File: src/sv/tpa_pkg.sv
// ----------------------------------------------------------------------------
// tpa_pkg
// Shared types and constants for the trackball pulse accumulator.
// ----------------------------------------------------------------------------
`default_nettype none

package tpa_pkg;

    // configuration port geometry
    localparam int CFG_IDX_W  = 2;
    localparam int CFG_DATA_W = 4;

    // result field widths
    localparam int DELTA_W = 15;
    localparam int CLICK_W = 2;

    // delta saturation limits
    localparam int DELTA_MAX = 16383;
    localparam int DELTA_MIN = -16384;

    // register reset values
    localparam logic [CFG_DATA_W-1:0] STEP_SCALE_RESET = 4'd8;
    localparam logic [CFG_DATA_W-1:0] ACCEL_KNEE_RESET = 4'd4;

    // number of direction pins, and the bit order of the sampled levels
    localparam int NUM_DIR   = 4;
    localparam int LVL_W     = 5;
    localparam int DIR_UP    = 0;
    localparam int DIR_DOWN  = 1;
    localparam int DIR_LEFT  = 2;
    localparam int DIR_RIGHT = 3;
    localparam int LVL_CLICK = 4;

    // register indexes on the configuration port
    typedef enum logic [CFG_IDX_W-1:0] {
        CFG_STEP_SCALE = 2'd0,
        CFG_ACCEL_KNEE = 2'd1
    } t_cfg_index;

    // pending click codes, two's complement
    typedef enum logic [CLICK_W-1:0] {
        CLICK_NONE    = 2'b00,
        CLICK_PRESS   = 2'b01,
        CLICK_RELEASE = 2'b11
    } t_click;

endpackage

`default_nettype wire

File: src/sv/tpa_accel_scale.sv
// ----------------------------------------------------------------------------
// tpa_accel_scale
// Applies the knee acceleration to a raw pulse difference, multiplies by the
// step scale and saturates to the signed delta range.
// ----------------------------------------------------------------------------
`default_nettype none

module tpa_accel_scale #(
    parameter int COUNT_BITS = 8
) (
    input  wire logic signed [COUNT_BITS:0]                 i_raw,
    input  wire logic        [tpa_pkg::CFG_DATA_W-1:0]      i_knee,
    input  wire logic        [tpa_pkg::CFG_DATA_W-1:0]      i_scale,
    output logic signed      [tpa_pkg::DELTA_W-1:0]         o_delta
);

    localparam int RAW_W = COUNT_BITS + 1;
    // three times the raw magnitude fits in two more bits
    localparam int ACC_W = RAW_W + 2;
    localparam int PRD_W = ACC_W + tpa_pkg::CFG_DATA_W + 1;
    localparam int CMP_W = (PRD_W > tpa_pkg::DELTA_W) ? PRD_W : tpa_pkg::DELTA_W;

    localparam logic signed [CMP_W-1:0] SAT_HI = CMP_W'(tpa_pkg::DELTA_MAX);
    localparam logic signed [CMP_W-1:0] SAT_LO = CMP_W'(tpa_pkg::DELTA_MIN);

    logic signed [ACC_W-1:0] raw_e;
    logic signed [ACC_W-1:0] knee_e;
    logic signed [ACC_W-1:0] acc;
    logic signed [PRD_W-1:0] prod;
    logic signed [CMP_W-1:0] prod_e;

    // extend operands
    assign raw_e  = {{2{i_raw[RAW_W-1]}}, i_raw};
    assign knee_e = {{(ACC_W - tpa_pkg::CFG_DATA_W){1'b0}}, i_knee};

    // excess beyond the knee is added twice more
    always_comb begin
        if (raw_e > knee_e) begin
            acc = raw_e + ((raw_e - knee_e) <<< 1);
        end else if (raw_e < -knee_e) begin
            acc = raw_e + ((raw_e + knee_e) <<< 1);
        end else begin
            acc = raw_e;
        end
    end

    // scale by the step
    assign prod = {{(tpa_pkg::CFG_DATA_W + 1){acc[ACC_W-1]}}, acc}
                * $signed({{(PRD_W - tpa_pkg::CFG_DATA_W){1'b0}}, i_scale});

    // saturate to the delta range
    assign prod_e = CMP_W'(prod);

    always_comb begin
        priority if (prod_e > SAT_HI) begin
            o_delta = SAT_HI[tpa_pkg::DELTA_W-1:0];
        end else if (prod_e < SAT_LO) begin
            o_delta = SAT_LO[tpa_pkg::DELTA_W-1:0];
        end else begin
            o_delta = prod_e[tpa_pkg::DELTA_W-1:0];
        end
    end

endmodule

`default_nettype wire

File: src/sv/trackball_pulse_accumulator_unit.sv
// ----------------------------------------------------------------------------
// trackball_pulse_accumulator_unit
// Counts level changes on four trackball direction pins and the click pin,
// and on a poll reports accelerated, scaled motion and the pending click.
// ----------------------------------------------------------------------------
// Throughput: one sample beat per cycle while stage 1 is not held by a stalled report.
// A poll beat loads the raw difference register (stage 1) when it is accepted,
//   and the output register takes the accelerated, scaled result once it is free.
// Samples without poll update the accumulation state only and produce no result.
// Reset (synchronous, active low): counters and pending click cleared,
//   previous levels all ones, step scale 8, knee 4, pipeline empty.
`default_nettype none

module trackball_pulse_accumulator_unit #(
    parameter int COUNT_BITS = 8
) (
    input  wire logic                                   i_clk,
    input  wire logic                                   i_rst_n,
    // sample channel
    input  wire logic                                   i_valid,
    output logic                                        o_ready,
    input  wire logic                                   i_up_level,
    input  wire logic                                   i_down_level,
    input  wire logic                                   i_left_level,
    input  wire logic                                   i_right_level,
    input  wire logic                                   i_click_level,
    input  wire logic                                   i_poll,
    // report channel
    output logic                                        o_valid,
    input  wire logic                                   i_ready,
    output logic signed [tpa_pkg::DELTA_W-1:0]          o_delta_x,
    output logic signed [tpa_pkg::DELTA_W-1:0]          o_delta_y,
    output logic signed [tpa_pkg::CLICK_W-1:0]          o_click_event,
    // configuration write channel
    input  wire logic                                   i_cfg_valid,
    output logic                                        o_cfg_ready,
    input  wire logic [tpa_pkg::CFG_IDX_W-1:0]          i_cfg_index,
    input  wire logic [tpa_pkg::CFG_DATA_W-1:0]         i_cfg_data
);

    localparam int RAW_W = COUNT_BITS + 1;
    localparam logic [COUNT_BITS-1:0] CNT_MAX = {COUNT_BITS{1'b1}};

    // configuration registers
    logic [tpa_pkg::CFG_DATA_W-1:0] r_step_scale;
    logic [tpa_pkg::CFG_DATA_W-1:0] r_accel_knee;

    // accumulation state
    logic [tpa_pkg::LVL_W-1:0]  r_prev_lvl;
    logic [COUNT_BITS-1:0]      r_cnt [tpa_pkg::NUM_DIR];
    logic [COUNT_BITS-1:0]      n_cnt [tpa_pkg::NUM_DIR];
    tpa_pkg::t_click            r_pend;
    tpa_pkg::t_click            n_pend;

    // stage 1: raw differences of a poll
    logic                       r_s1_valid;
    logic signed [RAW_W-1:0]    r_s1_raw_x;
    logic signed [RAW_W-1:0]    r_s1_raw_y;
    tpa_pkg::t_click            r_s1_click;

    // output register
    logic                                   r_out_valid;
    logic signed [tpa_pkg::DELTA_W-1:0]     r_out_dx;
    logic signed [tpa_pkg::DELTA_W-1:0]     r_out_dy;
    tpa_pkg::t_click                        r_out_click;

    logic                           in_acc;
    logic                           out_load;
    logic                           s1_adv;
    logic [tpa_pkg::LVL_W-1:0]      lvl;
    logic [tpa_pkg::LVL_W-1:0]      chg;
    logic signed [RAW_W-1:0]        n_raw_x;
    logic signed [RAW_W-1:0]        n_raw_y;
    logic signed [tpa_pkg::DELTA_W-1:0] acc_dx;
    logic signed [tpa_pkg::DELTA_W-1:0] acc_dy;

    // handshake and pipeline advance
    assign out_load    = !r_out_valid || i_ready;
    assign s1_adv      = r_s1_valid && out_load;
    assign o_ready     = !r_s1_valid || out_load;
    assign in_acc      = i_valid && o_ready;
    assign o_cfg_ready = 1'b1;

    // configuration writes
    always_ff @(posedge i_clk) begin
        if (!i_rst_n) begin
            r_step_scale <= tpa_pkg::STEP_SCALE_RESET;
            r_accel_knee <= tpa_pkg::ACCEL_KNEE_RESET;
        end else if (i_cfg_valid) begin
            unique case (i_cfg_index)
                tpa_pkg::CFG_STEP_SCALE: r_step_scale <= i_cfg_data;
                tpa_pkg::CFG_ACCEL_KNEE: r_accel_knee <= i_cfg_data;
                default: ;
            endcase
        end
    end

    // edge detection on the sampled levels
    assign lvl = {i_click_level, i_right_level, i_left_level, i_down_level, i_up_level};
    assign chg = lvl ^ r_prev_lvl;

    // saturating direction counters and latest click change
    always_comb begin
        for (int i = 0; i < tpa_pkg::NUM_DIR; i++) begin
            if (chg[i] && (r_cnt[i] != CNT_MAX)) begin
                n_cnt[i] = r_cnt[i] + COUNT_BITS'(1);
            end else begin
                n_cnt[i] = r_cnt[i];
            end
        end
        if (chg[tpa_pkg::LVL_CLICK]) begin
            n_pend = lvl[tpa_pkg::LVL_CLICK] ? tpa_pkg::CLICK_RELEASE
                                             : tpa_pkg::CLICK_PRESS;
        end else begin
            n_pend = r_pend;
        end
    end

    // raw motion from the counts including this beat's edges
    assign n_raw_x = $signed({1'b0, n_cnt[tpa_pkg::DIR_RIGHT]})
                   - $signed({1'b0, n_cnt[tpa_pkg::DIR_LEFT]});
    assign n_raw_y = $signed({1'b0, n_cnt[tpa_pkg::DIR_DOWN]})
                   - $signed({1'b0, n_cnt[tpa_pkg::DIR_UP]});

    // accumulation state update, poll clears after capture
    always_ff @(posedge i_clk) begin
        if (!i_rst_n) begin
            r_prev_lvl <= {tpa_pkg::LVL_W{1'b1}};
            r_pend     <= tpa_pkg::CLICK_NONE;
            for (int i = 0; i < tpa_pkg::NUM_DIR; i++) begin
                r_cnt[i] <= '0;
            end
        end else if (in_acc) begin
            r_prev_lvl <= lvl;
            if (i_poll) begin
                r_pend <= tpa_pkg::CLICK_NONE;
                for (int i = 0; i < tpa_pkg::NUM_DIR; i++) begin
                    r_cnt[i] <= '0;
                end
            end else begin
                r_pend <= n_pend;
                for (int i = 0; i < tpa_pkg::NUM_DIR; i++) begin
                    r_cnt[i] <= n_cnt[i];
                end
            end
        end
    end

    // stage 1 valid
    always_ff @(posedge i_clk) begin
        if (!i_rst_n) begin
            r_s1_valid <= 1'b0;
        end else if (in_acc && i_poll) begin
            r_s1_valid <= 1'b1;
        end else if (s1_adv) begin
            r_s1_valid <= 1'b0;
        end
    end

    // stage 1 payload
    always_ff @(posedge i_clk) begin
        if (in_acc && i_poll) begin
            r_s1_raw_x <= n_raw_x;
            r_s1_raw_y <= n_raw_y;
            r_s1_click <= n_pend;
        end
    end

    // acceleration and scaling per axis
    tpa_accel_scale #(
        .COUNT_BITS (COUNT_BITS)
    ) u_accel_x (
        .i_raw   (r_s1_raw_x),
        .i_knee  (r_accel_knee),
        .i_scale (r_step_scale),
        .o_delta (acc_dx)
    );

    tpa_accel_scale #(
        .COUNT_BITS (COUNT_BITS)
    ) u_accel_y (
        .i_raw   (r_s1_raw_y),
        .i_knee  (r_accel_knee),
        .i_scale (r_step_scale),
        .o_delta (acc_dy)
    );

    // output register valid
    always_ff @(posedge i_clk) begin
        if (!i_rst_n) begin
            r_out_valid <= 1'b0;
        end else if (out_load) begin
            r_out_valid <= r_s1_valid;
        end
    end

    // output register payload
    always_ff @(posedge i_clk) begin
        if (s1_adv) begin
            r_out_dx    <= acc_dx;
            r_out_dy    <= acc_dy;
            r_out_click <= r_s1_click;
        end
    end

    assign o_valid       = r_out_valid;
    assign o_delta_x     = r_out_dx;
    assign o_delta_y     = r_out_dy;
    assign o_click_event = r_out_click;

    // a poll beat always reaches stage 1
    a_poll_to_s1: assert property (@(posedge i_clk) disable iff (!i_rst_n)
        (in_acc && i_poll) |=> r_s1_valid)
        else $error("poll beat did not load stage 1");

    // a poll leaves counters and pending click cleared
    a_poll_clears: assert property (@(posedge i_clk) disable iff (!i_rst_n)
        (in_acc && i_poll) |=> ((r_cnt[tpa_pkg::DIR_UP] == '0)
                             && (r_cnt[tpa_pkg::DIR_DOWN] == '0)
                             && (r_cnt[tpa_pkg::DIR_LEFT] == '0)
                             && (r_cnt[tpa_pkg::DIR_RIGHT] == '0)
                             && (r_pend == tpa_pkg::CLICK_NONE)))
        else $error("poll did not clear accumulation state");

    // stage 1 never overwritten while it waits on a stalled output
    a_s1_no_overrun: assert property (@(posedge i_clk) disable iff (!i_rst_n)
        (r_s1_valid && !out_load) |-> !in_acc)
        else $error("stage 1 overrun");

    // a stalled report does not drain stage 1
    a_out_hold: assert property (@(posedge i_clk) disable iff (!i_rst_n)
        (r_out_valid && !i_ready && r_s1_valid) |=> (r_out_valid && r_s1_valid))
        else $error("stalled report lost");

endmodule

`default_nettype wire

File: config.mk
export PLATFORM = sky130hd
export DESIGN_NAME = trackball_pulse_accumulator_unit
export DESIGN_NICKNAME = d
export VERILOG_FILES = /design/src/sv/tpa_pkg.sv /design/src/sv/tpa_accel_scale.sv /design/src/sv/trackball_pulse_accumulator_unit.sv
export SDC_FILE = /design/constraint.sdc
export NUM_CORES = 1
export LEC_CHECK = 0
export BUFFER_PORTS_ARGS = -buffer_cell sky130_fd_sc_hd__buf_2
export CAP_MARGIN = 20
export CORE_UTILIZATION = 51
export CTS_CLUSTER_SIZE = 28
export DETAILED_ROUTE_END_ITERATION = 8
export PLACE_DENSITY_LB_ADDON = 0.05
export SYNTH_ARGS = -nofsm -noshare
export SYNTH_HDL_FRONTEND = slang
export SYNTH_SLANG_ARGS = --single-unit
File: constraint.sdc
create_clock -name i_clk -period 20.2 [get_ports i_clk]
set_input_delay 4.04 -clock i_clk [delete_from_list [all_inputs] [get_ports i_clk]]
set_output_delay 4.04 -clock i_clk [all_outputs]
set_load 0.05 [all_outputs]
=== After elaboration in Yosys (flattened, before gate mapping) ===
Memories as Yosys holds them, arrays and structs flattened.
Index checks and enable logic that the tools add are counted.

* Register bits: 69
* Bits in writable memories: 32
* Input bits: 17
* Output and inout bits: 35
* Word-level logic and storage cells: 99
* Memories: 1

* Add/subtract/negate cells: 15
* Multiply operators: 2
* Order comparisons: 8
* Equal/unequal tests: 5
* Muxes and demuxes: 32
* Bitwise logic cells: 9
* Reduce and logical (&&, ||, !) cells: 15

{| class="wikitable"
|+ Memory list
! memory !! words !! bits a word !! read ports !! clocked after memory_dff !! write ports !! line !! text
|-
| r_cnt || 4 || 8 || 4 || 0 || 4 || trackball_pulse_accumulator_unit.sv:50 || <nowiki>logic [COUNT_BITS-1:0] r_cnt [tpa_pkg::NUM_DIR];</nowiki>
|}

{| class="wikitable"
|+ Operators by type and width
! kind !! number
|-
| $mux 8 || 12
|-
| $add 9x11->11 || 4
|-
| $mux 11 || 4
|-
| $add 8x1->8 const B || 4
|-
| $gt 16x15->1 const B || 2
|-
| $lt 16x15->1 const B || 2
|-
| $mul 11x5->16 || 2
|-
| $ne 8x8->1 const B || 4
|-
| $mux 15 || 2
|-
| $lt 9x11->1 || 2
|-
| $add 9x5->10 || 2
|-
| $sub 9x5->10 || 2
|-
| $gt 9x5->1 || 2
|-
| $sub 8x8->9 || 2
|-
| $mux 1 || 11
|-
| $neg 4->11 || 1
|-
| $or 1x1->1 || 8
|-
| $logic_and 1x1->1 || 7
|-
| $mux 2 || 3
|-
| $xor 5x5->5 || 1
|-
| $reduce_and 2->1 || 2
|-
| $eq 2x1->1 const B || 1
|-
| $logic_not 1->1 || 2
|-
| $logic_not 2->1 || 1
|-
| 2 further kinds || 3
|}

=== Depth between registers and ports, before layout ===
* Depth in word-level cells: 9
* Depth in mapped cells: 32
* Gate-level depth less buffers: 31

=== Cells and area by module ===
Synthesis repeated with hierarchy kept, for this count alone.

* Cell total of the unflattened synthesis: 1,333
* Area, all modules: 11,836.4 um2

{| class="wikitable"
|+ Modules (own cells, without submodules)
! module !! instances !! cells each !! area an instance (um2) !! sequential area each (um2)
|-
| trackball_pulse_accumulator_unit || 1 || 405 || 4,740.8 || 2,782.7
|-
| tpa_accel_scale at u_accel_y || 1 || 468 || 3,548.4 || 0.0
|-
| tpa_accel_scale at u_accel_x || 1 || 460 || 3,547.2 || 0.0
|}

=== Least setup slack after synthesis ===
Ideal clock, no wire load.

* Path kind: input to output
* Start point: in i_ready
* End point: out o_ready
* Arrival: 4.540 ns
* Required time: 16.160 ns
* Setup slack: 11.620 ns
* Stages: 2
* Path buffers: 0
* Cells stage by stage: nor2b_1 nand2_1

* Word-level cells in the longest chain between the ends: 2

{| class="wikitable"
|+ RTL lines
! element !! line !! text
|-
| start, declared || trackball_pulse_accumulator_unit.sv:30 || <nowiki>input wire logic i_ready,</nowiki>
|-
| $logic_or 1x1->1 || trackball_pulse_accumulator_unit.sv:78 || <nowiki>assign out_load = !r_out_valid || i_ready;</nowiki>
|-
| $logic_or 1x1->1 || trackball_pulse_accumulator_unit.sv:80 || <nowiki>assign o_ready = !r_s1_valid || out_load;</nowiki>
|-
| end, declared || trackball_pulse_accumulator_unit.sv:21 || <nowiki>output logic o_ready,</nowiki>
|}

No other way between the ends.

=== Final worst setup path ===
Same ends and word-level chain as after synthesis.

==> results.toml <==
[run_status]
status = "finished, final reports clean"

[critical_path]
worstPathCellList = "buf_2 > nor2b_1 > nand2_1 > buf_2"
rrSetupSlack_ns = 12.62
critical_path.reg2reg.endpoint = "o_delta_y[2]$_SDFFCE_PN1P_"
required_ns = 16.16
start_kind = "input pin"
critPathMaxStageDelay_ns = 0.27
endpoint_kind = "primary output"
worstSetupPathType = "in -> out"
critPathMostFrequentCell = "buf_2"
crit_path_top_delay_cell = "nor2b_1"
regToRegStartpoint = "r_accel_knee[1]$_SDFFE_PN0P_"
critPathMaxFanout = 4
r2r_cells = 28
crit_arrival_ns = 4.82

[global_route]
grt_max_degree = 33
grt_pass1_vias = 7860
grt_pass1_wl_mm = 36.79
grt_use_total_pct = 20.29
gr-total-overflow = 0
antenna_found_initial = 0

[timing]
maxSlewHeadroom_pct = 30.62
min_period_over_period_pct = 43.87
worst_slew_pin_slew_ns = 1.038
finalSetupViolCount = 0
fin_skew_ns = 0.01480
setup_tns_ns = 0
rsz0062_at_grt = "false"
max_freq_mhz = 112.9
report.final.slew_viol_count = 0
hold_violations = 0
post-route-min-period_ns = 8.861

[route]
ant_nets = 0
vias_per_cell = 5.200
drt_first_pass_iters = 4
drcViolationCount = 0
wl_per_cell_um = 13.72
vias = 8107
wirelength_mm = 21.39
initialDrtViolationCount = 264

[pwr]
power_density_mw_per_mm2 = 77.28
leakage_nw = 5.636
power_mw = 0.9280
ir_worst_vdd_uv = 59.89

[synthesis]
yosysWarningCount = 0
netlist_instances = 1243
synth-seq-area-share_pct = 24.83
synthFlopType = "edfxtp_1"
synth.distinct_cells = 74
avgSynthCellArea_um2 = 9.015
synthesis.area_mm2 = 0.01121
synth-seq-cells = 101
async_flop_share_pct = 0
syn_nets = 1464
synth_edf_count = 76

[min_path]
worstHoldPathCells = 0
hold_end = "o_click_event[1]$_DFFE_PP_"
hp-start = "r_s1_click[1]$_DFFE_PP_"
worstHoldPathType = "reg -> reg"

[finish]
drive_gt1_share_pct = 7.788
n_antenna_cell = 0
most-common-layout-cells = "inv_1 (160), ha_1 (148), nand2_1 (96), edfxtp_1 (76), o21ai_0 (72)"
final_area_mm2 = 0.01201
final_common_cell = "inv_1"
finalNetCount = 1500
areaGrowthSynthToFinish_pct = 7.168
final_util_pct = 56.42
stdcell_count = 1559

[clocking]
path_clk_slew_ns = 0.08
post_cts_resize_count = 0
cts_setup_buffers = 0
h-tree-depth = 3
cts_buffers = 9
clock_latency_ns = 0.35
cts_sinks = 101
cts.path.max_buffers = 2
cts_tree = "done"
root_buffer = "clkbuf_16"
cts_hold_buf = 0

[floorplanning]
die_area_mm2 = 0.02257
initial_core_util_pct = 52.64
coreArea_mm2 = 0.02129
fp.dieW_um = 150.2
io_pins = 52
die_h_um = 150.2
rows = 53

[placement]
gp_congestion = 0.8062
io_buffers = 50
dp_cells = 1543
place_area_mm2 = 0.01171
dpl.hpwl_mm = 17.51

[flow_run]
maxCapViolations = 0
==> report_power, final <==
part	total [mW]	switching, mW	internal, mW
Combinational	0.483	0.273	0.210
Sequential	0.268	0.0163	0.252
Clock	0.177	0.0863	0.0907
Total	0.928	0.376	0.552
==> worst max-delay path by stage <==
stage	from	to	slack [ns]
2_1_floorplan	i_ready	o_ready	11.62
3_3_place_gp	i_ready	o_ready	11.33
3_5_place_dp	i_ready	o_ready	11.33
4_1_cts	i_ready	o_ready	11.32
5_1_grt	i_ready	o_ready	11.24
6_report	i_ready	o_ready	11.34
==> registers in the layout (all words and copies together) (netlist names), 4 cells and up <==
register / count
o_delta_x: 15
o_delta_y: 15
r_accel_knee: 4
r_cnt: 32
r_prev_lvl: 5
r_s1_raw_x: 9
r_s1_raw_y: 9
r_step_scale: 4
==> final cells by class <==
cell class,count,area [um2]
clock buffers,10,239.0
clock inverters,6,62.56
fillers,2017,9278
inverters,161,604.3
multi-input cells,951,7689
flip-flops and latches,101,2783
well taps,275,344.1
repair buffers,55,287.8
==> cells in the mapped netlist, types with 6 or more instances <==
cell / n / share of area [%]
inv_1: 160 / 5.4
ha_1: 148 / 17
nand2_1: 96 / 3.2
edfxtp_1: 76 / 20
o21ai_0: 72 / 3.2
nor2_1: 68 / 2.3
xnor2_1: 64 / 5.0
and2_1: 63 / 3.5
a21oi_1: 62 / 2.8
fa_1: 56 / 10
xor2_1: 50 / 3.9
nor2b_1: 45 / 2.5
a21o_1: 30 / 2.0
dfxtp_1: 25 / 4.5
clkbuf_1: 21 / 0.70
nand3_1: 18 / 0.80
nand2b_1: 16 / 0.89
nor3_1: 16 / 0.71
mux2i_1: 13 / 1.2
a211oi_1: 10 / 0.67
and3_1: 10 / 0.56
nand4_1: 10 / 0.56
maj3_2: 9 / 0.90
o21a_1: 8 / 0.54
a21boi_0: 6 / 0.40
or3_1: 6 / 0.34
==> worst max-delay path, delay by kind of cell <==
kind	cells	cell delay [ns]
simple gates	2	0.44
buf+inv	2	0.34
==> stage by stage <==
stage               hold WS [ns]  setup slack (ns)
detailed placement        0.4158             11.33
finish                    0.4269             11.34
global placement          0.4031             11.33
floorplan                 0.4003             11.62
global route              0.4349             11.24
CTS                       0.4208             11.32
==> kinds of logic (layout without fill, tap and decap cells) <==
kind of cell	count (synthesis)	after routing	share of synthesized area [%]
mux	14	14	1.295
fa+ha+maj	218	218	27.88
buf+inv	191	232	6.621
flops	101	101	24.83
xor+xnor	115	115	9.122
other cells	1	1	0.03346
compound gates	235	235	13.31
simple gates	368	368	16.90
==> metal layers <==
metal  vias up  track usage (%)  wire length, um
met3         8            2.727              706
li1       4275                -                -
met5         -                0                0
met1      3733            26.65            10280
met2        91            35.72            10260
met4         0            3.687              136
Note: power is estimated with default switching activity, not from simulation.
